**src/sv/rth_pkg.sv**
```systemverilog
// ----------------------------------------------------------------------------
// rth_pkg: shared types and the divider step for the RGB to HSV converter
// Holds the divider lane record, the pipeline record that travels between
// stages, and one shift-compare-subtract step of the restoring divider.
// ----------------------------------------------------------------------------
package rth_pkg;

  // One lane of the restoring divider. The remainder always stays below the
  // divisor, and the low numerator bits are shifted in one at a time.
  typedef struct packed {
    logic [8:0] den;
    logic [8:0] rem;
    logic [7:0] low;
    logic [7:0] quo;
  } div_lane_t;

  // Everything one pixel carries through the divider stages.
  typedef struct packed {
    div_lane_t  hue;
    div_lane_t  sat;
    logic [7:0] val;
    logic       flat;
  } pix_t;

  // One quotient bit: bring in the next numerator bit, subtract if it fits.
  function automatic div_lane_t div_step(input div_lane_t a);
    logic [9:0] trial;
    div_lane_t  r;
    r     = a;
    trial = {a.rem, a.low[7]};
    r.low = {a.low[6:0], 1'b0};
    if (trial >= {1'b0, a.den}) begin
      r.rem = 9'(trial - {1'b0, a.den});
      r.quo = {a.quo[6:0], 1'b1};
    end else begin
      r.rem = trial[8:0];
      r.quo = {a.quo[6:0], 1'b0};
    end
    return r;
  endfunction

endpackage

```
**src/sv/rth_front.sv**
```systemverilog
// ----------------------------------------------------------------------------
// rth_front: extremes, hue offset and dividend preparation
// Two register stages: the first finds max, min and the dominant channel, the
// second forms the hue and saturation dividends and divisors.
// ----------------------------------------------------------------------------
module rth_front (
  input  logic          clk,
  input  logic          rst,
  input  logic          en,
  input  logic          in_valid,
  input  logic [7:0]    red,
  input  logic [7:0]    green,
  input  logic [7:0]    blue,
  output logic          out_valid,
  output rth_pkg::pix_t out_pix
);
  import rth_pkg::*;

  typedef enum logic [1:0] {SEL_RED, SEL_GREEN, SEL_BLUE} sel_t;

  // Stage A registers.
  logic       a_valid;
  logic [7:0] a_r, a_g, a_b, a_mx, a_mn;
  sel_t       a_sel;

  logic [7:0] mx_next, mn_next;
  sel_t       sel_next;

  always_comb begin
    // Red wins ties, then green.
    if (red >= green && red >= blue) begin
      sel_next = SEL_RED;
      mx_next  = red;
    end else if (green >= blue) begin
      sel_next = SEL_GREEN;
      mx_next  = green;
    end else begin
      sel_next = SEL_BLUE;
      mx_next  = blue;
    end
    mn_next = red;
    if (green < mn_next) mn_next = green;
    if (blue < mn_next) mn_next = blue;
  end

  always_ff @(posedge clk) begin
    if (rst) begin
      a_valid <= 1'b0;
    end else if (en) begin
      a_valid <= in_valid;
    end
    if (en) begin
      a_r   <= red;
      a_g   <= green;
      a_b   <= blue;
      a_mx  <= mx_next;
      a_mn  <= mn_next;
      a_sel <= sel_next;
    end
  end

  // Stage B: offset into the hue circle and the two dividends.
  logic [7:0]  d;
  logic [10:0] x;
  logic [16:0] num_h;
  logic [15:0] num_s;
  pix_t        pix_next;

  always_comb begin
    d = a_mx - a_mn;
    unique case (a_sel)
      SEL_RED: begin
        // A negative offset wraps once around the circle (6d).
        x = ((a_g >= a_b) ? 11'd0 : ({2'b0, d, 1'b0} + {1'b0, d, 2'b0}))
            + 11'(a_g) - 11'(a_b);
      end
      SEL_GREEN: x = 11'({d, 1'b0}) + 11'(a_b) - 11'(a_r);
      SEL_BLUE:  x = 11'({d, 2'b0}) + 11'(a_r) - 11'(a_g);
      default:   x = 11'd0;
    endcase
    num_h = {x, 6'b0} + {2'b0, x, 4'b0} + {4'b0, x, 2'b0} + {6'b0, x};
    num_s = {d, 8'b0} - {8'b0, d};

    pix_next.hue.den = {d, 1'b0};
    pix_next.hue.rem = num_h[16:8];
    pix_next.hue.low = num_h[7:0];
    pix_next.hue.quo = 8'd0;
    pix_next.sat.den = {1'b0, a_mx};
    pix_next.sat.rem = {1'b0, num_s[15:8]};
    pix_next.sat.low = num_s[7:0];
    pix_next.sat.quo = 8'd0;
    pix_next.val     = a_mx;
    pix_next.flat    = (d == 8'd0);
  end

  always_ff @(posedge clk) begin
    if (rst) begin
      out_valid <= 1'b0;
    end else if (en) begin
      out_valid <= a_valid;
    end
    if (en) begin
      out_pix <= pix_next;
    end
  end

endmodule

```
**src/sv/rth_div_stage.sv**
```systemverilog
// ----------------------------------------------------------------------------
// rth_div_stage: two quotient bits of both divisions
// Runs two restoring-division steps on the hue and saturation lanes and
// registers the result.
// ----------------------------------------------------------------------------
module rth_div_stage (
  input  logic          clk,
  input  logic          rst,
  input  logic          en,
  input  logic          in_valid,
  input  rth_pkg::pix_t in_pix,
  output logic          out_valid,
  output rth_pkg::pix_t out_pix
);
  import rth_pkg::*;

  pix_t pix_next;

  always_comb begin
    pix_next     = in_pix;
    pix_next.hue = div_step(div_step(in_pix.hue));
    pix_next.sat = div_step(div_step(in_pix.sat));
  end

  always_ff @(posedge clk) begin
    if (rst) begin
      out_valid <= 1'b0;
    end else if (en) begin
      out_valid <= in_valid;
    end
    if (en) begin
      out_pix <= pix_next;
    end
  end

endmodule

```
**src/sv/rgb_to_hsv_8bit.sv**
```systemverilog
// ----------------------------------------------------------------------------
// rgb_to_hsv_8bit: pipelined 8-bit RGB to HSV converter
// Converts one pixel per clock, while the receiver does not stall, to hue,
// saturation and value with exact integer floors.
// ----------------------------------------------------------------------------
// Usage:
// A request on the pixel channel (pix_valid, pix_stall, red_in, green_in,
// blue_in) carries one RGB pixel. Each pixel yields exactly one request on
// the result channel (hsv_valid, hsv_stall, hue_out, sat_out, val_out), in
// order.
// From acceptance to hsv_valid, the extremes register loads at the accepting
// edge, then one stage forms the dividends, four run the two restoring
// dividers at two quotient bits each, and the output register holds the
// result.
// Throughput is one pixel per clock while the pipeline is not stalled; the
// eight-bit quotients set the divider depth.
// When the receiver stalls while a result is held, the whole pipeline
// freezes and pix_stall rises, so nothing is dropped or repeated; bubbles
// move forward freely whenever the output register is empty or taken.
// Reset clears all valid bits; the data registers are not reset.
// ----------------------------------------------------------------------------
module rgb_to_hsv_8bit (
  input  logic       clk,
  input  logic       rst,
  input  logic       pix_valid,
  output logic       pix_stall,
  input  logic [7:0] red_in,
  input  logic [7:0] green_in,
  input  logic [7:0] blue_in,
  output logic       hsv_valid,
  input  logic       hsv_stall,
  output logic [7:0] hue_out,
  output logic [7:0] sat_out,
  output logic [7:0] val_out
);
  import rth_pkg::*;

  // The pipeline advances unless a held result is being stalled.
  logic en;
  assign en        = !(hsv_valid && hsv_stall);
  assign pix_stall = !en;

  logic front_valid;
  pix_t front_pix;

  rth_front u_front (
    .clk       (clk),
    .rst       (rst),
    .en        (en),
    .in_valid  (pix_valid),
    .red       (red_in),
    .green     (green_in),
    .blue      (blue_in),
    .out_valid (front_valid),
    .out_pix   (front_pix)
  );

  // Four divider stages, two quotient bits each.
  logic [4:0] stg_valid;
  pix_t       stg_pix [5];

  assign stg_valid[0] = front_valid;
  assign stg_pix[0]   = front_pix;

  for (genvar i = 0; i < 4; i++) begin : g_div
    rth_div_stage u_div (
      .clk       (clk),
      .rst       (rst),
      .en        (en),
      .in_valid  (stg_valid[i]),
      .in_pix    (stg_pix[i]),
      .out_valid (stg_valid[i+1]),
      .out_pix   (stg_pix[i+1])
    );
  end

  // Output register. A grey or black pixel forces hue and saturation to
  // zero, which also covers the divide-by-zero lanes.
  always_ff @(posedge clk) begin
    if (rst) begin
      hsv_valid <= 1'b0;
    end else if (en) begin
      hsv_valid <= stg_valid[4];
    end
    if (en) begin
      hue_out <= stg_pix[4].flat ? 8'd0 : stg_pix[4].hue.quo;
      sat_out <= stg_pix[4].flat ? 8'd0 : stg_pix[4].sat.quo;
      val_out <= stg_pix[4].val;
    end
  end

endmodule
```
**config.mk**
```make
export PLATFORM = sky130hd
export DESIGN_NAME = rgb_to_hsv_8bit
export DESIGN_NICKNAME = d
export VERILOG_FILES = /design/src/sv/rth_pkg.sv /design/src/sv/rth_front.sv /design/src/sv/rth_div_stage.sv /design/src/sv/rgb_to_hsv_8bit.sv
export SDC_FILE = /design/constraint.sdc
export NUM_CORES = 1
export LEC_CHECK = 0
export BUFFER_PORTS_ARGS = -buffer_cell sky130_fd_sc_hd__buf_4
export CORE_UTILIZATION = 40
export DETAILED_ROUTE_END_ITERATION = 10
export GPL_TIMING_DRIVEN = 0
export REMOVE_ABC_BUFFERS = 1
export SLEW_MARGIN = 15
export SYNTH_ARGS = -nofsm -noshare
export SYNTH_HDL_FRONTEND = slang
export SYNTH_HIERARCHICAL = 1
export SYNTH_SLANG_ARGS = --single-unit
```
**constraint.sdc**
```tcl
create_clock -name clk -period 21.8 [get_ports clk]
set_clock_uncertainty 0.15 [all_clocks]
set_input_delay 3.27 -clock clk [delete_from_list [all_inputs] [get_ports clk]]
set_output_delay 3.27 -clock clk [all_outputs]
set_load 0.01 [all_outputs]
```
### Word level (Yosys, flattened, before mapping)

Index checks and enable logic that the tools add are counted.

* register bits: 301
* output and inout bits: 26

* $add $sub $neg: 26
* magnitude comparators: 22
* equal/unequal tests: 2
* muxes and demuxes: 37
* reductions and logical operators: 4

Operators by type and width (number)
* 2-to-1 mux 9 bit: 14
* >= comparator 10 x 9 -> 1 bit: 8
* >= comparator 10 x 8 -> 1 bit: 7
* subtractor 9 x 8 -> 9 bit: 7
* subtractor 9 bit: 7
* one-hot mux 11 bit (3 select lines): 1
* subtractor 11 x 8 -> 11 bit: 3
* >= comparator 8 bit: 4
* 2-to-1 mux 8 bit: 4
* adder 17 x 11 -> 17 bit: 1
* adder 17 x 13 -> 17 bit: 1
* adder 17 x 15 -> 17 bit: 1
* less-than comparator 8 bit: 2
* 2-to-1 mux 1 bit: 16
* subtractor 16 x 8 -> 16 bit: 1
* adder 10 x 8 -> 11 bit: 1
* adder 11 x 8 -> 11 bit: 1
* adder 9 x 10 -> 11 bit: 1
* 2-to-1 mux 11 bit: 1
* adder 9 x 8 -> 10 bit: 1
* >= comparator 9 x 8 -> 1 bit: 1
* logical NOT 8 bit: 1
* subtractor 8 bit: 1
* == test 2 x 1 -> 1 bit, second input constant: 1
* other kinds (4): 5

### Longest topological paths before layout

Gate-level depths: netlist of the first run.

* depth in word-level cells: 9
* mapped depth: 36
* depth with buffers taken out: 35

### Modules after synthesis

Netlist of the first run, hierarchy kept.

Modules (own cells, without submodules)
* rth_div_stage (g_div[0].u_div ...): instances 2, cells each 326, area each 4231.6 sq um, sequential area each 2212.1 sq um
* rth_front: instances 1, cells each 773, area each 8195.4 sq um, sequential area each 2772.7 sq um
* rth_div_stage (g_div[1].u_div): instances 1, cells each 352, area each 4279.1 sq um, sequential area each 2212.1 sq um
* rth_div_stage (g_div[2].u_div): instances 1, cells each 353, area each 4276.6 sq um, sequential area each 2212.1 sq um
* rgb_to_hsv_8bit: instances 1, cells each 47, area each 904.6 sq um, sequential area each 740.7 sq um

### Worst setup path before layout of the first run

No wires, ideal clock.

* kind: input-to-reg
* from: input hsv_stall
* to: register g_div[0].u_div/out_pix[0] (netlist bit), enable pin
* arrival time: 9.625 ns
* setup slack: 9.151 ns
* cell stages on the path: 1
* cells stage by stage: nand2_1

* longest elaborated chain between the ends: 1

RTL lines
* from (decl): line rgb_to_hsv_8bit.sv:31 `input logic hsv_stall,`
* logical AND 1 bit: line rgb_to_hsv_8bit.sv:40 `assign en = !(hsv_valid && hsv_stall);`
* to (signal assigned): line rth_div_stage.sv:32 `out_pix <= pix_next;`
* to (decl): line rth_div_stage.sv:13 `output rth_pkg::pix_t out_pix`

Every way passes these cells.
A chain may end at the register's enable or synchronous reset.

### Worst setup path in the final report of the first run

* from: register u_front.a_mx[0]
* to: register u_front/out_pix[67] (netlist bit) (data pin)

* longest elaborated chain between the ends: 9
* elaborated cells on any way between the ends: 13
* classes of those cells: 11 x add/sub; 2 x mux

RTL lines
* from (decl): line rth_front.sv:23 `logic [7:0] a_r, a_g, a_b, a_mx, a_mn;`
* from (signal assigned): line rth_front.sv:56 `a_mx <= mx_next;`
* subtractor 8 bit (*): line rth_front.sv:70 `d = a_mx - a_mn;`
* via u_front.d[2]: line rth_front.sv:63 `logic [7:0] d;`
* adder 9 x 10 -> 11 bit: line rth_front.sv:74 `x = ((a_g >= a_b) ? 11'd0 : ({2'b0, d, 1'b0} + {1'b0, d, 2'b0}))`
* 2-to-1 mux 11 bit: line rth_front.sv:74
* adder 11 x 8 -> 11 bit: line rth_front.sv:75 `+ 11'(a_g) - 11'(a_b);`
* subtractor 11 x 8 -> 11 bit: line rth_front.sv:75
* one-hot mux 11 bit (3 select lines) (*): line rth_front.sv:71 `unique case (a_sel)`
* adder 17 x 15 -> 17 bit: line rth_front.sv:81 `num_h = {x, 6'b0} + {2'b0, x, 4'b0} + {4'b0, x, 2'b0} + {6'b0, x};`
* adder 17 x 13 -> 17 bit: line rth_front.sv:81
* adder 17 x 11 -> 17 bit (*): line rth_front.sv:81
* via u_front.num_h[16]: line rth_front.sv:65 `logic [16:0] num_h;`
* to (signal assigned): line rth_front.sv:103 `out_pix <= pix_next;`
* to (decl): line rth_front.sv:15 `output rth_pkg::pix_t out_pix`

The timed path passes the listed nets; every way through them passes the cells marked *.

==> impl_metrics.csv, run 1 <==
group,metric,value,unit
status,status,"completed",
cells_and_area,drive_gt1_share,11.31,%
die,die-width,240.9,um
die,io_pins,54,
clock_tree,clockRootBuffer,"clkbuf_16",
yosys,ys.warnings.count,6,
sta,period_share,39.83,%
worst_setup_path,cpMaxStageDelayCell,"xor2_2",
sta,max_clock_freq,115.2,MHz
sta,hold_ws,0.2647,ns
yosys,syn_area,22830,um^2
worst_setup_path,cp_common_cell,"inv_1",
clock_tree,htree_levels,2,
clock_tree,post-cts-setup-buffers,0,
cells_and_area,fillCellCount,5203,
global_routing,grt_pass1_vias,14944,
die,core_area,56390,um^2
yosys,postSynthCellCount,1995,
placed_design,hpwl,34.88,mm
die,die_area,58030,um^2
placed_design,numPortBuffers,53,
worst_setup_path,endpoint_kind,"flip-flop",
cells_and_area,layout.nets,2402,
drt,vias,14693,
sta,min_period,8.683,ns
drt,ant_nets,0,
cells_and_area,final_area,25390,um^2
worst_setup_path,arrival,8.84,ns
worst_setup_path,critPathRequiredTime,21.95,ns
drt,wl_per_cell,15.65,um
global_routing,grt_use_total,15.72,%
clock_tree,cts_tree,"yes",
placed_design,placed_area,24100,um^2
flow_run,cap_viol_max_count,0,
cells_and_area,top_regs,"g_div.u_div/out_pix x208, u_front/out_pix x49",
sta,hold_viol,0,
worst_setup_path,start_kind,"flip-flop",
global_routing,antenna_found_initial,0,
clock_tree,clk_latency,0.56,ns
clock_tree,clkTransAtPathRegs,0.07,ns
cells_and_area,regMostFlops,"g_div.u_div/out_pix",
drt,dr.pass1.iters,5,
clock_tree,post_cts_resized,0,
clock_tree,cts_hold_buf,0,
worst_setup_path,crit_path_max_fanout,9,
sta,rsz0062_at_grt,"no",
die,start_util,40.49,%
worst_setup_path,max_stage_delay,0.66,ns
worst_setup_path,critPathKind,"flip-flop to flip-flop",
sta,setup-tns-final,0,ns
die,rows,87,
sta,worstMarginPinSlew,1.018,ns
global_routing,grt_max_degree,66,
yosys,syn_area_per_cell,11.44,um^2
placed_design,gp_congestion,0.9007,
global_routing,overflow,0,
sta,slew_headroom,31.97,%
sta,setup_viol_count_final,0,
worst_hold_path,hp-class,"flip-flop to flip-flop",
drt,drc_errors,0,
clock_tree,clk_path_buf_depth,3,
clock_tree,cts.sinks,330,
sta,drv_slew,0,
cells_and_area,antennaDiodeCount,0,
clock_tree,cts-buffers-inserted,38,
global_routing,grt_pass1_wl,73.80,mm
drt,vias_per_cell,5.168,
drt,wl,44.50,mm
drt,drt_iter0_drc,685,
cells_and_area,largest_register_ffs,208,
die,die_h,240.9,um
cells_and_area,area_growth,11.20,%
[worst max-delay path, delay by kind of cell, from the launching register on]
family | cells | cell delay (ns)
xor+xnor | 5 | 1.28
buf+inv | 6 | 0.58
flops | 1 | 0.46
simple gates | 4 | 0.65
compound gates | 10 | 2.10
fa+ha+maj | 8 | 3.19
[cell usage in the layout (no fill, tap or decap), drive strengths merged, types with 11 or more instances in the layout]
cell and instances:
nand2b 22, nand4 27, edfxtp 323, a21o 41, xnor2 93, o21ai 93
a31oi 11, a211oi 18, inv 251, ha 260, fa 54, nand3 19
o21bai 13, a21oi 111, mux2i 54, nor2b 43, clkbuf 47, xor2 36
nor2 120, buf 60, mux2 83, clkinv 12, nand2 71, o21a 32
nor3 37
[area by class of cell]
cell class	instances	area [um^2]	share of cell area, %
multi-input cells	1382	11840	46.64
flip-flops and latches	330	9839	38.76
clock buffers	47	1046	4.120
well taps	756	945.9	3.726
inverters	248	933.4	3.677
repair buffers	60	550.5	2.169
clock inverters	20	230.2	0.9069
[worst paths after layout]
check / from / endpoint / slack, ns / cells after the start
min reg2reg: g_div[0].u_div/out_pix[1] / g_div[1].u_div/out_pix[1] / 0.26 / 0
min: g_div[0].u_div/out_pix[1] / g_div[1].u_div/out_pix[1] / 0.26 / 0
max: u_front/a_mx[0] / u_front/out_pix[67] / 13.12 / 33
max reg2reg: u_front/a_mx[0] / u_front/out_pix[67] / 13.12 / 33
[through the flow]
stage               instances  utilization [%]  setup slack (ns)
finish                   2843            45.02             13.12
detailed placement       2776            42.75             12.77
global route             2843            45.02             12.54
global placement         2769            42.46             8.316
CTS                      2843            45.01             12.72
floorplan                1960                -             11.07
[metal layers]
metal | part of all wire, % | up-vias | GRT usage (%) | wire length (um)
met1 | 45 | 7007 | 19.67 | 20130
met3 | 3.5 | 65 | 2.036 | 1563
met4 | 2.4 | 0 | 5.236 | 1090
met5 | 0 | - | 0 | 0
li1 | - | 7366 | - | -
met2 | 49 | 255 | 27.86 | 21710
Power of run 1 is left out: the tool's default activity adds up to more than one toggle a clock period on the data nets, which glitch-free logic cannot reach.
==> run 2, diff against run 1 <==
clock period = 8.68 ns   (was 21.8 ns; I/O delays follow)
==> run 2 against run 1 <==
Net effect: cell count is essentially flat; die area is the same; core utilization grew 0.091 points; highest routed layer unchanged.
==> impl_metrics.csv, run 2 (synthesis gave the netlist of run 1 again) <==
group,metric,value,unit
clock_tree,cts.sinks,330,
drt,vias_per_cell,5.164,
worst_setup_path,start_kind,"flip-flop",
sta,min_period,8.112,ns
worst_setup_path,cp_common_cell,"inv_1",
clock_tree,htree_levels,2,
cells_and_area,area_growth,11.43,%
clock_tree,cts_tree,"yes",
drt,drt_iter0_drc,641,
worst_hold_path,hp-class,"flip-flop to flip-flop",
sta,hold_ws,0.2637,ns
worst_setup_path,critPathRequiredTime,8.83,ns
cells_and_area,largest_register_ffs,208,
placed_design,gp_congestion,0.9007,
global_routing,overflow,0,
sta,max_clock_freq,123.3,MHz
clock_tree,clkTransAtPathRegs,0.07,ns
clock_tree,cts_hold_buf,0,
sta,period_share,93.46,%
placed_design,numPortBuffers,53,
cells_and_area,final_cell_mix,"edfxtp_1 (323), ha_1 (260), inv_1 (244), nor2_1 (118), a21oi_1 (104)",
worst_setup_path,endpoint_kind,"flip-flop",
global_routing,grt_pass1_vias,14947,
clock_tree,clk_latency,0.56,ns
drt,wl,44.53,mm
sta,hold_viol,0,
clock_tree,clk_path_buf_depth,3,
cells_and_area,drive_gt1_share,11.49,%
global_routing,grt_max_degree,66,
die,rows,87,
die,die-width,240.9,um
worst_setup_path,arrival,8.27,ns
clock_tree,clockRootBuffer,"clkbuf_16",
die,io_pins,54,
global_routing,grt_use_total,15.72,%
worst_setup_path,critPathKind,"flip-flop to flip-flop",
sta,slew_headroom,31.79,%
die,die_h,240.9,um
sta,worstMarginPinSlew,1.021,ns
cells_and_area,antennaDiodeCount,0,
cells_and_area,post-route-util,45.11,%
worst_setup_path,reg2reg_setup_slack,0.57,ns
die,die_area,58030,um^2
status,status,"completed",
global_routing,antenna_found_initial,0,
cells_and_area,layout_commonest_cell,"edfxtp_1",
worst_setup_path,cpMaxStageDelayCell,"fa_1",
cells_and_area,regMostFlops,"g_div.u_div/out_pix",
drt,ant_nets,0,
drt,drc_errors,0,
placed_design,hpwl,34.88,mm
sta,setup_viol_count_final,0,
cells_and_area,layout.nets,2404,
sta,rsz0062_at_grt,"no",
sta,drv_slew,0,
die,start_util,40.49,%
clock_tree,cts-buffers-inserted,38,
drt,dr.pass1.iters,5,
cells_and_area,top_regs,"g_div.u_div/out_pix x208, u_front/out_pix x49",
die,core_area,56390,um^2
global_routing,grt_pass1_wl,73.82,mm
drt,wl_per_cell,15.65,um
worst_setup_path,crit_path_max_fanout,9,
drt,vias,14692,
flow_run,cap_viol_max_count,0,
worst_setup_path,max_stage_delay,0.51,ns
[run 2: routing by layer]
layer  vias up  track usage, %  wire, um
met3        63           2.036      1457
met1      7012           19.67     20280
met5         -               0         0
met2       248           27.86     21710
met4         0           5.236      1077
li1       7369               -         -
[run 2: final cells by class]
class	count	area (um^2)
sequential	330	9839
clock inverter	20	230.2
tap	756	945.9
clock buffer	47	1046
inverter	248	933.4
timing repair buffer	62	565.5
multi-input combinational	1382	11880
fill	5190	30950
[run 2: critical path: cells and delay by family, from the launching register on]
kind	cells	cell delay (ns)
compound gates	9	1.71
simple gates	7	0.80
xor+xnor	4	0.97
buf+inv	7	0.55
flops	1	0.47
fa+ha+maj	8	3.19
[run 2: timing repair]
| item | CTS | global route |
|---|---|---|
| pin swaps | 0 | 1 |
| endpoints found under the hold margin | 0 | 0 |
| endpoints found under the setup margin | 2 | 2 |
| gates resized for setup | 2 | 3 |
| buffers inserted | 0 | 2 |
[run 2: final timing paths]
| kind | start | to | cells past startpoint |
|---|---|---|---|
| setup / recovery | u_front/a_mx[0] | u_front/out_pix[67] | 35 |
| hold / removal | g_div[0].u_div/out_pix[1] | g_div[1].u_div/out_pix[1] | 0 |
| setup reg to reg | u_front/a_mx[0] | u_front/out_pix[67] | 35 |
| hold reg to reg | g_div[0].u_div/out_pix[1] | g_div[1].u_div/out_pix[1] | 0 |
[run 2: through the flow]
| stage | instances | TNS [ns] | setup WS (ns) | cell area (um^2) |
|---|---|---|---|---|
| 6_report | 2845 | 0 | 0.5677 | 25440 |
| 5_1_grt | 2845 | 0 | 0.1053 | 25440 |
| 4_1_cts | 2843 | 0 | 0.07798 | 25400 |
| 3_5_place_dp | 2776 | -0.5558 | -0.3516 | 24100 |
| 3_3_place_gp | 2769 | -851.29 | -2.836 | 23940 |
| 2_1_floorplan | 1960 | -24.00 | -0.08004 | 22600 |
Power of run 2 is left out for the same reason.
==> run 3, diff against run 2 <==
CORE_UTILIZATION = 45   (was 40)
==> run 3 against run 2 <==
Net effect: flip-flop and latch count unchanged; sequential share of layout area up 0.11 points; cell count down 2.9%; worst hold slack worse by 0.0038 ns; critical path depth down 2; critical endpoint unchanged; highest routed layer unchanged.
==> impl_metrics.csv, run 3 (synthesis gave the netlist of run 1 again) <==
group,metric,value,unit
status,status,"completed",
sta,slew_headroom,31.26,%
global_routing,antenna_found_initial,0,
global_routing,grt_max_degree,64,
worst_setup_path,endpoint_kind,"flip-flop",
cells_and_area,largest_register_ffs,208,
placed_design,gp_congestion,0.8958,
global_routing,overflow,0,
flow_run,cap_viol_max_count,0,
drt,dr.pass1.iters,5,
drt,wl_per_cell,16.01,um
clock_tree,cts_tree,"yes",
sta,rsz0062_at_grt,"no",
cells_and_area,drive_gt1_share,11.48,%
worst_setup_path,critPathRequiredTime,8.83,ns
die,start_util,45.60,%
clock_tree,clk_path_buf_depth,3,
clock_tree,clockRootBuffer,"clkbuf_16",
worst_setup_path,reg2reg_setup_slack,0.52,ns
clock_tree,clk_latency,0.55,ns
worst_setup_path,r2r-end,"u_front/out_pix[67]",
die,rows,82,
sta,hold_viol,0,
worst_setup_path,cp_common_cell,"inv_1",
worst_hold_path,min_from,"u_front/out_pix[19]",
cells_and_area,fillCellCount,4455,
placed_design,placed_area,24000,um^2
global_routing,grt_use_total,17.76,%
clock_tree,cts-buffers-inserted,38,
drt,vias,14618,
worst_setup_path,crit_path_max_fanout,9,
cells_and_area,top_regs,"g_div.u_div/out_pix x208, u_front/out_pix x49",
cells_and_area,final_cell_mix,"edfxtp_1 (323), ha_1 (260), inv_1 (244), nor2_1 (118), a21oi_1 (104)",
cells_and_area,post-route-util,50.67,%
sta,period_share,94.00,%
worst_hold_path,hp-class,"flip-flop to flip-flop",
die,io_pins,54,
worst_setup_path,r2r_start,"u_front/a_mx[0]",
worst_setup_path,start_kind,"flip-flop",
cells_and_area,stdcell_count,2762,
sta,drv_slew,0,
drt,vias_per_cell,5.293,
die,core_area,50070,um^2
die,die_h,227.2,um
sta,worstMarginPinSlew,1.029,ns
sta,fin_ws,0.5210,ns
placed_design,numPortBuffers,53,
global_routing,grt_pass1_wl,73.44,mm
drt,wl,44.23,mm
cells_and_area,final_area,25370,um^2
drt,drc_errors,0,
sta,min_period,8.159,ns
worst_setup_path,cpMaxStageDelayCell,"fa_1",
worst_setup_path,critPathKind,"flip-flop to flip-flop",
die,die_area,51640,um^2
worst_hold_path,hold_depth,0,
cells_and_area,antennaDiodeCount,0,
sta,max_clock_freq,122.6,MHz
cells_and_area,regMostFlops,"g_div.u_div/out_pix",
placed_design,place_ws,-0.4333,ns
die,die-width,227.2,um
cells_and_area,layout.nets,2402,
clock_tree,htree_levels,2,
worst_setup_path,rr_worst_depth,33,
cells_and_area,layout_commonest_cell,"edfxtp_1",
clock_tree,clkTransAtPathRegs,0.06,ns
clock_tree,cts.sinks,330,
placed_design,dp.cells,2692,
drt,ant_nets,0,
sta,setup_viol_count_final,0,
worst_setup_path,arrival,8.31,ns
worst_setup_path,max_stage_delay,0.51,ns
drt,drt_iter0_drc,751,
worst_hold_path,hold_path_end,"g_div[0].u_div/out_pix[21]",
placed_design,hpwl,34.68,mm
cells_and_area,area_growth,11.12,%
global_routing,grt_pass1_vias,14839,
run 3: cell types whose count changed in the layout (fill, tap and decap cells not counted), sizes merged:
cell      before  now
clkbuf        47   43
bufinv         4    6
clkinv        12   11
clkinvlp       1    3
inv          251  255
buf           62   60
run 3: stage by stage:
step	hold slack, ns	setup TNS (ns)
final	0.2599	0
after CTS	0.2541	0
after detailed placement	0.2545	-0.7045
after global placement	0.2534	-851.95
after floorplan	0.2503	-24.00
after global routing	0.2631	0
run 3: layer usage:
layer / GRT usage, % / vias to the layer above / wire length, um
li1: - / 7354 / -
met1: 21.71 / 6974 / 19750
met2: 32.14 / 223 / 22100
met3: 2.762 / 67 / 1438
met4: 5.131 / 0 / 947
met5: 0 / - / 0
run 3: repair_timing:
action,in CTS,in global routing
buffers inserted,0,0
gates cloned,0,0
gates resized for setup,2,4
setup endpoints to repair,2,2
hold buffers,0,0
run 3: final cells by class:
cell class | count | area, um^2 | share of cell area (%)
Clock buffer | 43 | 991.0 | 3.906
Clock inverter | 27 | 326.6 | 1.287
Inverter | 248 | 933.4 | 3.679
Multi-Input combinational cell | 1382 | 11880 | 46.84
Sequential cell | 330 | 9839 | 38.79
Tap cell | 672 | 840.8 | 3.314
Timing Repair Buffer | 60 | 554.3 | 2.185
run 3: worst max-delay path by stage:
stage / start / slack [ns] / end
2_1_floorplan: hsv_stall / -0.08 / g_div[0].u_div/out_pix[0]
3_3_place_gp: hsv_stall / -2.82 / u_front/a_mn[3]
3_5_place_dp: u_front/a_mx[0] / -0.43 / u_front/out_pix[67]
4_1_cts: u_front/a_mx[0] / 0.004 / u_front/out_pix[67]
5_1_grt: u_front/a_mx[0] / 0.09 / u_front/out_pix[67]
6_report: u_front/a_mx[0] / 0.52 / u_front/out_pix[67]
run 3: critical path: cells and delay by family (launching register included):
kind	cells	cell delay (ns)
AOI/OAI and AO/OA	10	1.85
xor gates and xnor gates	5	1.10
buffers and inverters	6	0.52
DFF	1	0.47
adders and majority gates	8	3.20
and+or+nand+nor	4	0.64
Power of run 3 is left out for the same reason.
